## src/rtl/core/spq_pkg.sv

```systemverilog
// shared types and constants for the sorted priority queue
// no dependencies; imported by the cell and the top level
package spq_pkg;

   localparam int OPCODE_BITS = 2;
   localparam int VALUE_BITS  = 32;
   localparam int PRIO_IN_BITS = 8;
   localparam int PRIO_MAX_BITS = 16;
   localparam int TOTAL_BITS  = 5;
   localparam int STATUS_BITS = 2;

   typedef enum logic [OPCODE_BITS-1:0] {
      OP_PUSH      = 2'd0,
      OP_POP       = 2'd1,
      OP_REMOVE_EQ = 2'd2,
      OP_REMOVE_GE = 2'd3
   } op_type;

   typedef enum logic [STATUS_BITS-1:0] {
      ST_DONE = 2'd0,
      ST_MISS = 2'd1,
      ST_FULL = 2'd2
   } status_type;

   // command broadcast to every cell of the chain
   typedef struct packed {
      logic                         push_en;
      logic                         remove_en;
      logic signed [VALUE_BITS-1:0] value;
   } cmd_type;

endpackage

```

## src/rtl/core/spq_if.sv

```systemverilog
// request and response channel interfaces of the sorted priority queue
// depends on spq_pkg for payload widths
interface spq_req_if;
   logic                                  valid;
   logic                                  ready;
   logic [spq_pkg::OPCODE_BITS-1:0]       opcode;
   logic signed [spq_pkg::VALUE_BITS-1:0] item_value;
   logic [spq_pkg::PRIO_IN_BITS-1:0]      item_priority;

   modport source (output valid, output opcode, output item_value,
                   output item_priority, input ready);
   modport sink   (input valid, input opcode, input item_value,
                   input item_priority, output ready);
endinterface

interface spq_rsp_if;
   logic                                  valid;
   logic                                  ready;
   logic signed [spq_pkg::VALUE_BITS-1:0] head_value;
   logic                                  not_empty;
   logic [spq_pkg::TOTAL_BITS-1:0]        entry_total;
   logic [spq_pkg::STATUS_BITS-1:0]       status;

   modport source (output valid, output head_value, output not_empty,
                   output entry_total, output status, input ready);
   modport sink   (input valid, input head_value, input not_empty,
                   input entry_total, input status, output ready);
endinterface

```

## src/rtl/core/spq_cell.sv

```systemverilog
// one slot of the sorted chain: holds an entry and shifts with its neighbors
// depends on spq_pkg
module spq_cell #(
   parameter int PRIO_BITS = 8
) (
   input  logic                                  clock,
   input  logic                                  reset,
   input  spq_pkg::cmd_type                      cmd,
   input  logic [PRIO_BITS-1:0]                  key,
   input  logic                                  left_valid,
   input  logic signed [spq_pkg::VALUE_BITS-1:0] left_value,
   input  logic [PRIO_BITS-1:0]                  left_prio,
   input  logic                                  left_ins,
   input  logic                                  right_valid,
   input  logic signed [spq_pkg::VALUE_BITS-1:0] right_value,
   input  logic [PRIO_BITS-1:0]                  right_prio,
   output logic                                  slot_valid,
   output logic signed [spq_pkg::VALUE_BITS-1:0] slot_value,
   output logic [PRIO_BITS-1:0]                  slot_prio,
   output logic                                  ins,
   output logic                                  ge,
   output logic                                  eq
);
   import spq_pkg::*;

   logic                         valid_ff, valid_in;
   logic signed [VALUE_BITS-1:0] value_ff, value_in;
   logic [PRIO_BITS-1:0]         prio_ff, prio_in;

   // local compares against the broadcast key
   assign ins = !valid_ff || (prio_ff > key);
   assign ge  = valid_ff && (prio_ff >= key);
   assign eq  = valid_ff && (prio_ff == key);

   // insert shifts right from the insert point, removal shifts left
   always_comb begin
      valid_in = valid_ff;
      value_in = value_ff;
      prio_in  = prio_ff;
      if (cmd.push_en) begin
         if (left_ins) begin
            valid_in = left_valid;
            value_in = left_value;
            prio_in  = left_prio;
         end else if (ins) begin
            valid_in = 1'b1;
            value_in = cmd.value;
            prio_in  = key;
         end
      end else if (cmd.remove_en) begin
         if (ge) begin
            valid_in = right_valid;
            value_in = right_value;
            prio_in  = right_prio;
         end
      end
   end

   always_ff @(posedge clock) begin
      if (reset) begin
         valid_ff <= 1'b0;
      end else begin
         valid_ff <= valid_in;
      end
   end

   // payload carries no reset
   always_ff @(posedge clock) begin
      value_ff <= value_in;
      prio_ff  <= prio_in;
   end

   assign slot_valid = valid_ff;
   assign slot_value = value_ff;
   assign slot_prio  = prio_ff;

endmodule

```

## src/rtl/core/sorted_priority_queue.sv

```systemverilog
// top level of the sorted priority queue: a chain of spq_cell slots
// depends on spq_pkg, spq_if (spq_req_if, spq_rsp_if) and spq_cell
//
//   channel  dir  word fields
//   req      in   opcode, item_value, item_priority
//   rsp      out  head_value, not_empty, entry_total, status
//
// one request per cycle: every cell compares against the key in parallel
// and the whole chain shifts at the accepting edge.
// the response is registered; it shows the queue state right after its request.
// a stalled response holds req.ready low, so the chain stays frozen while it waits.
// reset clears the slot valid bits, the fill count and the response valid.
module sorted_priority_queue #(
   parameter int DEPTH     = 16,
   parameter int PRIO_BITS = 8
) (
   input logic      clock,
   input logic      reset,
   spq_req_if.sink  req,
   spq_rsp_if.source rsp
);
   import spq_pkg::*;

   localparam int CW = $clog2(DEPTH + 1);

   logic                         cell_valid [DEPTH];
   logic signed [VALUE_BITS-1:0] cell_value [DEPTH];
   logic [PRIO_BITS-1:0]         cell_prio  [DEPTH];
   logic [DEPTH-1:0]             ins_vec, ge_vec, eq_vec;

   logic [PRIO_MAX_BITS-1:0] pri_wide;
   logic [PRIO_BITS-1:0]     pri_key, key;
   logic                     accept, full, found;
   cmd_type                  cmd;
   op_type                   op;

   logic [CW-1:0]          count_ff, count_in;
   logic [STATUS_BITS-1:0] status_ff, status_in;
   logic                   rsp_valid_ff, rsp_valid_in;
   logic [CW+TOTAL_BITS-1:0] count_pad;

   // request decode
   assign op       = op_type'(req.opcode);
   assign pri_wide = {{(PRIO_MAX_BITS-PRIO_IN_BITS){1'b0}}, req.item_priority};
   assign pri_key  = pri_wide[PRIO_BITS-1:0];
   assign key      = (op == OP_POP) ? '0 : pri_key;
   assign accept   = req.valid && req.ready;
   assign full     = (count_ff == CW'(DEPTH));

   // hit detection over the chain
   always_comb begin
      case (op)
         OP_PUSH:      found = 1'b0;
         OP_POP:       found = cell_valid[0];
         OP_REMOVE_EQ: found = |eq_vec;
         OP_REMOVE_GE: found = |ge_vec;
         default:      found = 1'b0;
      endcase
   end

   // command, count and status
   always_comb begin
      cmd.value     = req.item_value;
      cmd.push_en   = 1'b0;
      cmd.remove_en = 1'b0;
      count_in      = count_ff;
      status_in     = status_ff;
      if (accept) begin
         if (op == OP_PUSH) begin
            if (full) begin
               status_in = ST_FULL;
            end else begin
               cmd.push_en = 1'b1;
               count_in    = count_ff + 1'b1;
               status_in   = ST_DONE;
            end
         end else if (found) begin
            cmd.remove_en = 1'b1;
            count_in      = count_ff - 1'b1;
            status_in     = ST_DONE;
         end else begin
            status_in = ST_MISS;
         end
      end
   end

   // the cell chain
   for (genvar i = 0; i < DEPTH; i++) begin : g_cell
      logic                         l_valid, l_ins, r_valid;
      logic signed [VALUE_BITS-1:0] l_value, r_value;
      logic [PRIO_BITS-1:0]         l_prio, r_prio;

      if (i == 0) begin : g_head
         assign l_valid = 1'b0;
         assign l_value = '0;
         assign l_prio  = '0;
         assign l_ins   = 1'b0;
      end else begin : g_mid
         assign l_valid = cell_valid[i-1];
         assign l_value = cell_value[i-1];
         assign l_prio  = cell_prio[i-1];
         assign l_ins   = ins_vec[i-1];
      end

      if (i == DEPTH - 1) begin : g_tail
         assign r_valid = 1'b0;
         assign r_value = '0;
         assign r_prio  = '0;
      end else begin : g_body
         assign r_valid = cell_valid[i+1];
         assign r_value = cell_value[i+1];
         assign r_prio  = cell_prio[i+1];
      end

      spq_cell #(
         .PRIO_BITS (PRIO_BITS)
      ) u_cell (
         .clock       (clock),
         .reset       (reset),
         .cmd         (cmd),
         .key         (key),
         .left_valid  (l_valid),
         .left_value  (l_value),
         .left_prio   (l_prio),
         .left_ins    (l_ins),
         .right_valid (r_valid),
         .right_value (r_value),
         .right_prio  (r_prio),
         .slot_valid  (cell_valid[i]),
         .slot_value  (cell_value[i]),
         .slot_prio   (cell_prio[i]),
         .ins         (ins_vec[i]),
         .ge          (ge_vec[i]),
         .eq          (eq_vec[i])
      );
   end

   // response handshake
   assign req.ready    = !rsp_valid_ff || rsp.ready;
   assign rsp_valid_in = accept || (rsp_valid_ff && !rsp.ready);

   always_ff @(posedge clock) begin
      if (reset) begin
         count_ff     <= '0;
         rsp_valid_ff <= 1'b0;
      end else begin
         count_ff     <= count_in;
         rsp_valid_ff <= rsp_valid_in;
      end
   end

   always_ff @(posedge clock) begin
      status_ff <= status_in;
   end

   // response word reads the frozen queue state
   assign count_pad       = {{TOTAL_BITS{1'b0}}, count_ff};
   assign rsp.valid       = rsp_valid_ff;
   assign rsp.head_value  = cell_valid[0] ? cell_value[0] : '0;
   assign rsp.not_empty   = (count_ff != '0);
   assign rsp.entry_total = count_pad[TOTAL_BITS-1:0];
   assign rsp.status      = status_ff;

endmodule
```

## src/flat_wrapper.sv

```systemverilog
// flat-port wrapper written by rule: the top's interface ports become plain ports
module sorted_priority_queue_flat import spq_pkg::*;
#(
   parameter int DEPTH     = 16,
   parameter int PRIO_BITS = 8
)
  (clock, reset, req_valid, req_opcode, req_item_value, req_item_priority, req_ready, rsp_valid, rsp_head_value, rsp_not_empty, rsp_entry_total, rsp_status, rsp_ready);
  spq_req_if req_i ();
  spq_rsp_if rsp_i ();
  input logic clock;
  input logic reset;
  input wire logic [$bits(req_i.valid)-1:0] req_valid;
  input wire logic [$bits(req_i.opcode)-1:0] req_opcode;
  input wire logic [$bits(req_i.item_value)-1:0] req_item_value;
  input wire logic [$bits(req_i.item_priority)-1:0] req_item_priority;
  output wire logic [$bits(req_i.ready)-1:0] req_ready;
  output wire logic [$bits(rsp_i.valid)-1:0] rsp_valid;
  output wire logic [$bits(rsp_i.head_value)-1:0] rsp_head_value;
  output wire logic [$bits(rsp_i.not_empty)-1:0] rsp_not_empty;
  output wire logic [$bits(rsp_i.entry_total)-1:0] rsp_entry_total;
  output wire logic [$bits(rsp_i.status)-1:0] rsp_status;
  input wire logic [$bits(rsp_i.ready)-1:0] rsp_ready;
  assign req_i.valid = req_valid;
  assign req_i.opcode = req_opcode;
  assign req_i.item_value = req_item_value;
  assign req_i.item_priority = req_item_priority;
  assign req_ready = req_i.ready;
  assign rsp_valid = rsp_i.valid;
  assign rsp_head_value = rsp_i.head_value;
  assign rsp_not_empty = rsp_i.not_empty;
  assign rsp_entry_total = rsp_i.entry_total;
  assign rsp_status = rsp_i.status;
  assign rsp_i.ready = rsp_ready;
  sorted_priority_queue #(.DEPTH(DEPTH), .PRIO_BITS(PRIO_BITS)) u_core (.clock(clock), .reset(reset), .req(req_i), .rsp(rsp_i));
endmodule
```

## config.mk

```make
export PLATFORM = sky130hd
export DESIGN_NAME = sorted_priority_queue_flat
export DESIGN_NICKNAME = d
export VERILOG_FILES = /design/src/rtl/core/spq_pkg.sv /design/src/rtl/core/spq_if.sv /design/src/rtl/core/spq_cell.sv /design/src/rtl/core/sorted_priority_queue.sv /design/src/flat_wrapper.sv
export SDC_FILE = /design/constraint.sdc
export NUM_CORES = 2
export LEC_CHECK = 0
export BUFFER_PORTS_ARGS = -buffer_cell sky130_fd_sc_hd__buf_2
export CAP_MARGIN = 10
export CORE_MARGIN = 4
export CORE_UTILIZATION = 55
export CTS_CLUSTER_SIZE = 30
export DETAILED_ROUTE_END_ITERATION = 12
export PLACE_DENSITY = 0.71
export SLEW_MARGIN = 40
export SYNTH_ARGS = -nofsm -noshare
export SYNTH_HDL_FRONTEND = slang
export SYNTH_SLANG_ARGS = --single-unit
```

## constraint.sdc

```tcl
create_clock -name clock -period 8.7 [get_ports clock]
set_clock_uncertainty 0.1 [all_clocks]
set_input_delay 0.435 -clock clock [delete_from_list [all_inputs] [get_ports clock]]
set_output_delay 0.435 -clock clock [all_outputs]
set_load 0.1 [all_outputs]
```

==> metrics.cfg <==
[clocking]
cts_tree = built
cts.sinks = 664
numCtsBuffers = 74
root_buffer = clkbuf_16
hold_buffers = 2
clk_pin_slew_worst_paths_ps = 50
post-cts-setup-buffer-count = 0
clkLatencyLatePin_ps = 610
clk_path_buf_depth = 3
ctsResizeCount = 0
cts-htree-levels = 3

[route]
avgViaCountPerCell = 6.13
wire_per_inst_um = 22.0
routed_wl_um = 97700
ant_nets = 0
first_pass_iters = 6
vias = 27200
drc = 0
drt-initial-drc-count = 2564

[global_route]
antenna_found_initial = 1
grt_pass1_wl_um = 151000
grt_pass1_vias = 26000
track_usage_pct = 27.0
grt_max_degree = 166
overflow = 0

[pwr]
ir_drop_mv = 0.193
p_leak_nw = 16.6
pwr_density_cell_nw_per_um2 = 182

[synthesis]
synth-main-ff-cell = edfxtp_1
avgSynthCellArea_um2 = 10.2
synthDistinctLibCells = 62
ys_warn_count = 0
synthCells = 3585
synth_edf_count = 642
ys_seq_area_share_pct = 53.8
syn_nets = 3763
ys_seq_elements = 664
syn_area_um2 = 36700
ys_async_sr_fraction_pct = 0

[placement]
place.gp.congestion = 0.915
port_buffers = 87
pre_cts_slack_ps = 2940
hpwlAfterDp_um = 59600

[timing]
finalCriticalPeriod_ps = 5190
tns_ps = 0
layout_setup_ws_ps = 3510
hold_violations = 0
max_slew_margin_pct = 43.2
slew_viol_final = 0
finalCritPeriodShare_pct = 59.6
fmax_ghz = 0.193
tightest_slew_ps = 852
setup_viol = 0
rsz0062_at_grt = no
fin_worst_hold_slack_ps = 43.7

[status]
status = complete, no violations

[worst_setup_path]
max_stage_delay_ps = 720
path_delay_family = simple AND/OR/NAND/NOR gates
cp-start-kind = primary input
path_class = primary input to flip-flop
cp-end-kind = flip-flop
crit_slowest_cell = o311a_2
cp_data_arrival_time_ps = 5340
path_cells = buf_2 > nand2b_1 > and2_1 > inv_2 > ha_1 > nand3_1 > nor4_2 > nor4_4 > nand4_1 > nand2_1 > nor2_1 > buf_4 > o311a_2 > buf_4
path_common_cell = buf_4
worstPathMaxFanout = 25
crit_required_ps = 8860
crit_buf_inv = 4

[final_layout]
post-route-util_pct = 60.7
nets = 3698
final_common_cell = nand2_1
final_layout_size_suffix_gt1_share_pct = 8.35
area_growth_pct = 9.32
diodes = 0
final_cell_mix = 820 x nand2_1, 642 x edfxtp_1, 528 x o21ai_0

[die]
start_util_pct = 55.6
dieArea_um2 = 70900
pin_count = 88
die_w_um = 266
die_y_um = 266
std_cell_rows = 94
fp.coreArea_um2 = 66000

[hold_path]
min_path_type = primary input to flip-flop

[flow_run]
max_cap_violations = 0

[tightest hold or removal path: stages]
cell	delay, ps
buf_2	110
nand2_1	50
nand2_1	50
[cell families after synthesis]
| logic type | share of synthesized area [%] |
|---|---|
| AND/OR/NAND/NOR | 12.8 |
| AO/OA/AOI/OAI | 13.3 |
| flip-flops | 53.8 |
| multiplexers | 12.2 |
| buffers and inverters | 3.37 |
| adder cells (fa/ha/maj) | 4.52 |
| XOR/XNOR | 0.0717 |
[report_power, final]
group | switching [W] | internal (W)
clock | 0.00127 | 0.00162
sequential | 0.0000487 | 0.00358
combinational | 0.000553 | 0.000231
[per-stage QoR]
stage	std cells	total power [W]	instance area, um^2
after floorplan	3585	0.00423	36700
after global placement	4298	0.00444	37700
after detailed placement	4303	0.00446	37800
after CTS	4432	0.00733	40000
after global routing	4435	0.00755	40100
final	4435	0.00730	40100
[Yosys cell counts, types with 5 or more instances]
cell | count | area share [%]
o211ai_1 | 11 | 0.23
a311oi_2 | 10 | 0.41
dfxtp_1 | 22 | 1.2
a31oi_1 | 46 | 0.78
nand4_1 | 23 | 0.39
nor2_1 | 150 | 1.5
o21ai_0 | 528 | 7.2
and3_1 | 8 | 0.14
inv_1 | 38 | 0.39
buf_1 | 28 | 0.29
a21o_1 | 15 | 0.31
mux2i_1 | 445 | 12
a21oi_1 | 193 | 2.6
and4_1 | 7 | 0.17
nor2b_1 | 13 | 0.22
ha_1 | 131 | 4.5
and2_1 | 54 | 0.92
o21bai_1 | 5 | 0.10
edfxtp_1 | 642 | 53
clkbuf_1 | 229 | 2.3
nand3_1 | 17 | 0.23
o31ai_1 | 7 | 0.14
a211oi_1 | 23 | 0.47
inv_2 | 6 | 0.061
nor3_1 | 15 | 0.20
o21ai_1 | 20 | 0.27
buf_2 | 20 | 0.27
nand2_1 | 823 | 8.4
[worst paths after layout]
kind / from / to / slack, ps / cells past startpoint
max reg2reg: u_core.rsp.entry_total[0]$_SDFFE_PP0P_ / u_core.g_cell[11].u_cell.slot_value[17]$_DFFE_PP_ / 4280 / 9
max: req_opcode[1] / u_core.g_cell[9].u_cell.slot_value[15]$_DFFE_PP_ / 3510 / 14
min: req_item_priority[3] / u_core.g_cell[0].u_cell.slot_prio[3]$_DFFE_PP_ / 40 / 3
min reg2reg: u_core.g_cell[15].u_cell.slot_value[1]$_SDFFCE_PN0P_ / u_core.g_cell[14].u_cell.slot_value[1]$_DFFE_PP_ / 420 / 2
[area by class of cell]
| cell class | instances | area [um^2] |
|---|---|---|
| Clock buffer | 99 | 2010 |
| Fill cell | 5414 | 25900 |
| Tap cell | 864 | 1080 |
| Inverter | 44 | 165 |
| Timing Repair Buffer | 137 | 1010 |
| Clock inverter | 28 | 146 |
| Multi-Input combinational cell | 2599 | 16000 |
| Sequential cell | 664 | 19700 |
[flip-flops by register name (all words and copies together), names as in the netlist]
register and flops:
u_core.rsp.entry_total 5, u_core.g_cell.u_cell.slot_prio 128, u_core.rsp.status 2, u_core.g_cell.u_cell.slot_valid 16, u_core.g_cell.u_cell.slot_value 512, u_core.rsp.valid 1
[routing by layer]
metal / track usage [%] / up-vias / routed length [um]
li1: - / 12800 / -
met1: 38.8 / 13200 / 43300
met2: 41.9 / 974 / 43700
met3: 4.25 / 184 / 7220
met4: 9.87 / 2 / 3540
met5: 0 / - / 19
No activity file was read; power rests on OpenSTA's default activity.
